<file path="src/rtdd_pkg.sv">
// ----------------------------------------------------------------------------
// rtdd_pkg
// Shared types and constants for the RFID tag de-duplication table.
// ----------------------------------------------------------------------------
package rtdd_pkg;

	// outcome codes of one result transaction
	typedef enum logic [1:0] {
		OUT_NEW_TAG   = 2'd0,
		OUT_DUPLICATE = 2'd1,
		OUT_BAD_LEN   = 2'd2,
		OUT_ZERO_PFX  = 2'd3
	} outcome_t;

	// accepted EPC lengths in bytes
	localparam logic [7:0] LEN_MIN = 8'd11;
	localparam logic [7:0] LEN_MAX = 8'd14;

	localparam int EPC_UPPER_W = 48;
	localparam int EPC_LOWER_W = 64;
	localparam int EPC_LEN_W   = 4;
	localparam int ENTRY_W     = EPC_LEN_W + EPC_UPPER_W + EPC_LOWER_W;

	// one table entry as stored in the memory
	typedef struct packed {
		logic [EPC_LEN_W-1:0]   len;
		logic [EPC_UPPER_W-1:0] upper;
		logic [EPC_LOWER_W-1:0] lower;
	} entry_t;

	// one result item, packed into m_tdata from the lowest bit up
	typedef struct packed {
		logic [2:0] record_number;
		logic [3:0] entries_held;
		logic [2:0] slot;
		outcome_t   outcome;
	} result_t;

	localparam int RESULT_W = 12;
	localparam int M_DATA_W = 16;

endpackage

</file>
<file path="src/rfid_tag_dedup_table.sv">
// ----------------------------------------------------------------------------
// rfid_tag_dedup_table
// Parses RFID inventory reply bytes into EPC records and keeps a round-robin
// table of unique EPCs, reporting one result per record.
// ----------------------------------------------------------------------------
//
//  channel  dir  payload                                         handshake
//  s_*      in   tdata[7:0] data_byte, tuser reply_start         tvalid/tready
//  m_*      out  tdata[1:0] outcome, [4:2] slot,                 tvalid/tready
//                [8:5] entries_held, [11:9] record_number
//
//  Header, length and EPC bytes are accepted while s_tready is high. The final
//  EPC byte starts a search that reads one table entry per cycle through the
//  single memory read port and one comparator, ending early on a match.
//  s_tready is low during the search.
//  A two-entry output stage (register plus skid) lets input continue while a
//  result waits; the output stage stalls input only when both hold a result.
//  arst_n clears all control state; the table memory has no reset and only
//  entries below the held count are ever compared.
//
module rfid_tag_dedup_table #(
	parameter int TABLE_DEPTH = 8,
	parameter int MAX_RECORDS = 5
) (
	input  logic        clk,
	input  logic        arst_n,
	// slave stream: tdata = data_byte[7:0]; tuser = reply_start
	input  logic        s_tvalid,
	output logic        s_tready,
	input  logic [7:0]  s_tdata,
	input  logic        s_tuser,
	// master stream: tdata = outcome[1:0], slot[4:2], entries_held[8:5],
	// record_number[11:9], zeros[15:12]
	output logic        m_tvalid,
	input  logic        m_tready,
	output logic [15:0] m_tdata
);
	import rtdd_pkg::*;

	localparam int AW  = (TABLE_DEPTH > 1) ? $clog2(TABLE_DEPTH) : 1;
	localparam int HW  = $clog2(TABLE_DEPTH + 1);
	localparam int RLW = $clog2(MAX_RECORDS + 1);
	localparam logic [7:0]     MAX_REC_B  = 8'(MAX_RECORDS);
	localparam logic [AW-1:0]  LAST_SLOT  = AW'(TABLE_DEPTH - 1);
	localparam logic [HW-1:0]  DEPTH_CNT  = HW'(TABLE_DEPTH);

	typedef enum logic [2:0] {
		PH_IDLE,
		PH_LENGTH,
		PH_EPC,
		PH_SKIP,
		PH_SEARCH
	} phase_t;

	phase_t                 phase_q;
	logic [RLW-1:0]         records_left_q;
	logic [2:0]             rec_idx_q;
	logic [7:0]             rec_len_q;
	logic [7:0]             bytes_left_q;
	logic [EPC_UPPER_W-1:0] asm_upper_q;
	logic [EPC_LOWER_W-1:0] asm_lower_q;
	logic [HW-1:0]          held_q;
	logic [AW-1:0]          next_slot_q;
	logic [HW-1:0]          issue_idx_q;

	entry_t                 mem_q [TABLE_DEPTH];
	entry_t                 rd_entry_s1;
	logic                   cmp_vld_s1;
	logic                   cmp_last_s1;

	logic                   out_v_q;
	result_t                out_q;
	logic                   skid_v_q;
	result_t                skid_q;

	logic                   in_acc;
	logic                   byte_acc;
	logic [7:0]             b;
	logic                   len_ok;
	logic                   zp_hit;
	logic                   issuing;
	logic                   cmp_match;
	logic                   dup;
	logic                   ins;
	logic                   finish;
	logic                   rec_done;
	logic [HW-1:0]          held_inc;
	logic [RLW-1:0]         rl_dec;
	logic [RLW-1:0]         rl_start;
	logic                   res_valid;
	result_t                res;
	logic                   pop;
	entry_t                 wr_entry;

	// input handshake and byte decode
	assign s_tready = (phase_q != PH_SEARCH) && !skid_v_q;
	assign in_acc   = s_tvalid && s_tready;
	assign byte_acc = in_acc && !s_tuser;
	assign b        = s_tdata;
	assign len_ok   = (b >= LEN_MIN) && (b <= LEN_MAX);
	assign rl_start = (b > MAX_REC_B) ? RLW'(MAX_RECORDS) : RLW'(b);

	// second EPC byte with both leading bytes zero
	assign zp_hit = (phase_q == PH_EPC) &&
		((9'(bytes_left_q) + 9'd1) == 9'(rec_len_q)) &&
		({asm_lower_q[7:0], b} == 16'h0000);

	// search: one read issued per cycle, compared in the next cycle from the registered read data
	assign issuing   = (phase_q == PH_SEARCH) && (issue_idx_q < held_q);
	assign cmp_match = (rd_entry_s1.len == rec_len_q[EPC_LEN_W-1:0]) &&
		(rd_entry_s1.upper == asm_upper_q) && (rd_entry_s1.lower == asm_lower_q);
	assign dup       = cmp_vld_s1 && cmp_match;
	assign ins       = ((phase_q == PH_SEARCH) && (held_q == '0)) ||
		(cmp_vld_s1 && !cmp_match && cmp_last_s1);
	assign finish    = dup || ins;
	assign held_inc  = (held_q < DEPTH_CNT) ? held_q + 1'b1 : held_q;

	// end of a record, from the length byte, the skip phase or the search
	assign rec_done = (byte_acc && (phase_q == PH_LENGTH) && (b == 8'd0)) ||
		(byte_acc && (phase_q == PH_SKIP) && (bytes_left_q <= 8'd1)) ||
		finish;
	assign rl_dec   = (records_left_q != '0) ? records_left_q - 1'b1 : records_left_q;

	// result of this cycle
	always_comb begin
		res_valid         = 1'b0;
		res.outcome       = OUT_NEW_TAG;
		res.slot          = 3'd0;
		res.entries_held  = 4'(held_q);
		res.record_number = rec_idx_q;
		if (byte_acc && (phase_q == PH_LENGTH) && !len_ok) begin
			res_valid   = 1'b1;
			res.outcome = OUT_BAD_LEN;
		end else if (byte_acc && zp_hit) begin
			res_valid   = 1'b1;
			res.outcome = OUT_ZERO_PFX;
		end else if (dup) begin
			res_valid   = 1'b1;
			res.outcome = OUT_DUPLICATE;
		end else if (ins) begin
			res_valid        = 1'b1;
			res.outcome      = OUT_NEW_TAG;
			res.slot         = 3'(next_slot_q);
			res.entries_held = 4'(held_inc);
		end
	end

	// parser and table control
	always_ff @(posedge clk or negedge arst_n) begin
		if (!arst_n) begin
			phase_q        <= PH_IDLE;
			records_left_q <= '0;
			rec_idx_q      <= '0;
			rec_len_q      <= '0;
			bytes_left_q   <= '0;
			asm_upper_q    <= '0;
			asm_lower_q    <= '0;
			held_q         <= '0;
			next_slot_q    <= '0;
			issue_idx_q    <= '0;
			cmp_vld_s1     <= 1'b0;
			cmp_last_s1    <= 1'b0;
		end else begin
			cmp_vld_s1  <= issuing && !finish;
			cmp_last_s1 <= (issue_idx_q == held_q - 1'b1);
			if (issuing && !finish) begin
				issue_idx_q <= issue_idx_q + 1'b1;
			end
			if (ins) begin
				next_slot_q <= (next_slot_q == LAST_SLOT) ? '0 : next_slot_q + 1'b1;
				held_q      <= held_inc;
			end

			if (in_acc && s_tuser) begin
				// reply start: tag count, abandons any reply in progress
				records_left_q <= rl_start;
				rec_idx_q      <= '0;
				phase_q        <= (rl_start == '0) ? PH_IDLE : PH_LENGTH;
			end else if (rec_done) begin
				records_left_q <= rl_dec;
				rec_idx_q      <= rec_idx_q + 3'd1;
				phase_q        <= (rl_dec == '0) ? PH_IDLE : PH_LENGTH;
				if (phase_q == PH_LENGTH) begin
					rec_len_q    <= b;
					bytes_left_q <= b;
				end else if (phase_q == PH_SKIP) begin
					bytes_left_q <= '0;
				end
			end else if (byte_acc) begin
				case (phase_q)
					PH_LENGTH: begin
						rec_len_q    <= b;
						bytes_left_q <= b;
						if (len_ok) begin
							asm_upper_q <= '0;
							asm_lower_q <= '0;
							phase_q     <= PH_EPC;
						end else begin
							phase_q <= PH_SKIP;
						end
					end
					PH_SKIP: begin
						bytes_left_q <= bytes_left_q - 8'd1;
					end
					PH_EPC: begin
						asm_upper_q  <= {asm_upper_q[EPC_UPPER_W-9:0],
							asm_lower_q[EPC_LOWER_W-1 -: 8]};
						asm_lower_q  <= {asm_lower_q[EPC_LOWER_W-9:0], b};
						bytes_left_q <= bytes_left_q - 8'd1;
						if (zp_hit) begin
							phase_q        <= PH_IDLE;
							records_left_q <= '0;
						end else if (bytes_left_q == 8'd1) begin
							issue_idx_q <= '0;
							phase_q     <= PH_SEARCH;
						end
					end
					default: begin
					end
				endcase
			end
		end
	end

	// table memory: one write port, one registered read port
	assign wr_entry.len   = rec_len_q[EPC_LEN_W-1:0];
	assign wr_entry.upper = asm_upper_q;
	assign wr_entry.lower = asm_lower_q;

	always_ff @(posedge clk) begin
		if (ins) begin
			mem_q[next_slot_q] <= wr_entry;
		end
		rd_entry_s1 <= mem_q[issue_idx_q[AW-1:0]];
	end

	// output register with skid stage
	assign pop      = out_v_q && m_tready;
	assign m_tvalid = out_v_q;
	assign m_tdata  = {{(M_DATA_W - RESULT_W){1'b0}}, out_q};

	always_ff @(posedge clk or negedge arst_n) begin
		if (!arst_n) begin
			out_v_q  <= 1'b0;
			skid_v_q <= 1'b0;
		end else if (!out_v_q) begin
			out_v_q <= res_valid;
		end else if (pop) begin
			if (skid_v_q) begin
				skid_v_q <= res_valid;
			end else begin
				out_v_q <= res_valid;
			end
		end else if (res_valid) begin
			skid_v_q <= 1'b1;
		end
	end

	always_ff @(posedge clk) begin
		if (!out_v_q || pop) begin
			if (skid_v_q) begin
				out_q <= skid_q;
				if (res_valid) begin
					skid_q <= res;
				end
			end else if (res_valid) begin
				out_q <= res;
			end
		end else if (res_valid) begin
			skid_q <= res;
		end
	end

	// checks
	a_dup_ins_excl: assert property (@(posedge clk) disable iff (!arst_n)
		!(dup && ins))
		else $error("duplicate and insert in the same cycle");

	a_held_bound: assert property (@(posedge clk) disable iff (!arst_n)
		held_q <= DEPTH_CNT)
		else $error("held count above table depth");

	a_skid_order: assert property (@(posedge clk) disable iff (!arst_n)
		skid_v_q |-> out_v_q)
		else $error("skid holds a result while output register is empty");

	a_no_overflow: assert property (@(posedge clk) disable iff (!arst_n)
		(res_valid && out_v_q && !m_tready) |-> !skid_v_q)
		else $error("result pushed into a full output stage");

	a_insert_held: assert property (@(posedge clk) disable iff (!arst_n)
		ins |=> (held_q != '0) && (phase_q != PH_SEARCH))
		else $error("insert did not update held count or end the search");

endmodule
</file>
<file path="config.mk">
export PLATFORM = sky130hd
export DESIGN_NAME = rfid_tag_dedup_table
export DESIGN_NICKNAME = d
export VERILOG_FILES = /design/src/rtdd_pkg.sv /design/src/rfid_tag_dedup_table.sv
export SDC_FILE = /design/constraint.sdc
export NUM_CORES = 1
export LEC_CHECK = 0
export BUFFER_PORTS_ARGS = -buffer_cell sky130_fd_sc_hd__buf_4
export CAP_MARGIN = 20
export CORE_MARGIN = 8
export CORE_UTILIZATION = 50
export DETAILED_ROUTE_END_ITERATION = 12
export GPL_TIMING_DRIVEN = 0
export PLACE_DENSITY = 0.65
export SYNTH_ARGS = -nofsm -noshare
export SYNTH_HDL_FRONTEND = slang
export SYNTH_SLANG_ARGS = --single-unit
</file>
<file path="constraint.sdc">
create_clock -name clk -period 17 [get_ports clk]
set_input_delay 5.1 -clock clk [delete_from_list [all_inputs] [get_ports clk]]
set_output_delay 5.1 -clock clk [all_outputs]
set_load 0.03 [all_outputs]
</file>
==> results.sh <==
export IMPL_outcome="finished clean"
export IMPL_num_rows=111
export IMPL_cts_buffers=117
export IMPL_critPathBufInv=1
export IMPL_setup_tns_ns=0
export IMPL_grt_max_degree=86
export IMPL_total_power_mw=7.69
export IMPL_worstPathArrival_ns=8.22
export IMPL_num_vias=22373
export IMPL_synthTopCellsByArea="edfxtp_1 (62%), mux4_2 (11%), dfrtp_1 (8.3%), dfxtp_1 (5.1%), mux2_2 (3.3%)"
export IMPL_critPathSlowestCell="nor2_1"
export IMPL_yosysTopAreaCell="edfxtp_1"
export IMPL_wl_microns=102000
export IMPL_avgSynthCellArea_sq_um=20.5
export IMPL_diodes=0
export IMPL_clock_path_buffers=3
export IMPL_syn_area_sq_um=45900
export IMPL_crit_fanout=12
export IMPL_cts_htree_levels=3
export IMPL_grt_pass1_wl_microns=153000
export IMPL_grt_overflow_total=0
export IMPL_final_area_sq_um=53000
export IMPL_place_area_sq_um=48800
export IMPL_synth_cell_types=66
export IMPL_gr_usage_all_layers=0.200
export IMPL_hpwlAfterDp_microns=66600
export IMPL_io_buffers=26
export IMPL_finalNetCount=2503
export IMPL_timing_fmax_ghz=0.126
export IMPL_core_area_sq_um=91400
export IMPL_skew_ns=0.0352
export IMPL_gp_congestion=0.828
export IMPL_die_w_microns=319
export IMPL_grt_pass1_vias=23241
export IMPL_period_share=0.466
export IMPL_cpMostUsedCell="nor2_1"
export IMPL_area_growth_pct=15.4
export IMPL_final_cell_mix="edfxtp_1 (952), mux4_2 (232), dfrtp_1 (152)"
export IMPL_cts_root_buffer="clkbuf_16"
export IMPL_finalHoldViolations=0
export IMPL_die_area_sq_um=102000
export IMPL_required_ns=17.29
export IMPL_layout_commonest_cell="edfxtp_1"
export IMPL_timing_final_crit_period_ns=7.92
export IMPL_cts_hold_buf=0
export IMPL_layout_drive_gt1_share=0.275
export IMPL_clock_sinks=1220
export IMPL_antenna_found_initial=1
export IMPL_rsz0062_at_grt="false"
export IMPL_cp_cell_sequence="buf_4, or4_4, or3_1, nor2_1, nand4_1, a211oi_2, or2_2, nor2_1, and2_1, nor2_1"
export IMPL_crit_path_max_incr_delay_ns=0.83
export IMPL_clk_latency_ns=0.69
export IMPL_max_cap_violations=0
export IMPL_viasPerCell=5.94
export IMPL_leakage_nw=18.5
export IMPL_hold_class="reg -> reg"
export IMPL_postSynthCellCount=2244
export IMPL_wl_per_cell_microns=27.1
export IMPL_yosysWarnings=0
export IMPL_die_h_microns=319
export IMPL_detail_route_first_pass_iterations=6
export IMPL_postCtsSetupBuffers=0
export IMPL_worstMarginPinSlew_ns=1.15
export IMPL_synth_seq_cells=1220
export IMPL_drv_slew=0
export IMPL_setup_viol=0
export IMPL_drt_iter0_drc=2275
export IMPL_criticalPathCategory="in -> reg"
export IMPL_start_kind="input port"
export IMPL_synth_flop_cell="edfxtp_1"
export IMPL_seq_area_frac_synth=0.756
export IMPL_synthArstFlopShare=0.125
export IMPL_p_per_area_nw_per_um2=145
export IMPL_synth_top_area_share=0.623
export IMPL_cts_resized=0
export IMPL_relSlewSlack=0.231
export IMPL_ant_nets=0
export IMPL_synth_edf_count=952
export IMPL_start_util=0.503
export IMPL_peakVddDrop_v=0.000104
export IMPL_cts_tree="yes"
export IMPL_cp_top_family="simple AND/OR/NAND/NOR gates"
export IMPL_path_clk_slew_ns=0.06
export IMPL_end_kind="register"
export IMPL_io_pins=31
export IMPL_post_route_drc_count=0
[sequential cells by signal, summed over array words and instances (netlist names), 3 cells and up]
name            cells
asm_lower_q        64
asm_upper_q        48
bytes_left_q        8
held_q              4
issue_idx_q         4
m_tdata            12
mem_q             928
next_slot_q         3
phase_q             3
rd_entry_s1       116
rec_idx_q           3
rec_len_q           8
records_left_q      3
skid_q             12
[worst reg2reg max path, cell delays in order (launching register included)]
cell	delay, ns
dfrtp_1	0.53
xnor2_1	0.70
nand4_1	0.17
nor4_1	0.88
and4bb_2	0.41
nand2_1	0.08
a21boi_2	0.38
clkbuf_1	0.36
or2_2	0.27
nor3b_2	0.11
buf_6	0.17
buf_8	0.17
buf_8	0.15
buf_6	0.17
buf_6	0.17
buf_6	0.17
[synthesized netlist by cell type, types with 3 or more instances]
master	instances
edfxtp_1	952
mux4_2	232
dfrtp_1	152
mux2_2	135
dfxtp_1	116
a22o_1	111
xor2_1	98
clkbuf_1	64
xnor2_1	40
nor2_1	37
nor4_1	31
nand2_1	28
buf_1	23
inv_1	18
a21oi_1	17
o21ai_0	17
ha_1	15
nand4_1	15
and2_1	14
nand3_1	13
nor3_1	13
buf_2	12
or3_1	8
a31oi_1	6
nor2b_1	6
buf_4	5
mux2i_1	4
o22ai_1	4
a21o_1	3
nor3b_1	3
o21a_1	3
[cell families after synthesis]
group                    after synthesis  synth area share
AND/OR/NAND/NOR                      192            0.0232
adder cells (fa/ha/maj)               15           0.00409
multiplexers                         373             0.148
other                                  1         0.0000817
XOR/XNOR                             138            0.0263
buffers and inverters                124            0.0109
flip-flops                          1220             0.756
AO/OA/AOI/OAI                        181            0.0311
[power breakdown]
group          total (mW)  switching, mW  internal (mW)  leakage [nW]
Combinational        1.31          0.756          0.551          5.13
Sequential           3.65          0.196           3.45          11.4
Clock                2.74           1.10           1.64          1.99
[area by class of cell]
cell class	count	area, sq um
timing repair buffer	109	1380
tap	1186	1480
sequential	1220	34700
buffer	104	424
clock inverter	66	872
fill	6572	38400
inverter	20	75.1
clock buffer	156	3270
multi-input combinational	903	10800
[worst paths after layout]
path	start	to	slack, ns	depth (start not counted)
max in group asynchronous	arst_n	asm_lower_q[53]	11.69	2
worst max-delay path	s_tdata[4]	skid_q[11]	9.08	10
worst min register to register	rec_idx_q[2]	skid_q[11]	0.50	0
worst max register to register	asm_lower_q[50]	mem_q[4][51]	11.88	15
min in group asynchronous	arst_n	m_tvalid	4.34	1
worst min-delay path	rec_idx_q[2]	skid_q[11]	0.50	0
[routing by layer]
metal	wire, microns	part of all wire	up-vias	global-route usage
li1	-	-	9555	-
met1	43400	0.43	11946	0.280
met2	50600	0.50	750	0.333
met3	6060	0.059	122	0.0307
met4	1960	0.019	0	0.0487
met5	0	0	-	0
[metrics by stage]
step / hold WS (ns) / worst slack, ns / util / cells
2_1_floorplan: 0.462 / 6.12 / - / 2247
3_3_place_gp: 0.487 / -4.67 / 0.521 / 3459
3_5_place_dp: 0.488 / 8.34 / 0.534 / 3540
4_1_cts: 0.500 / 9.06 / 0.579 / 3762
5_1_grt: 0.515 / 8.91 / 0.580 / 3764
6_report: 0.502 / 9.08 / 0.580 / 3764
No activity file was read; power rests on OpenSTA's default activity.
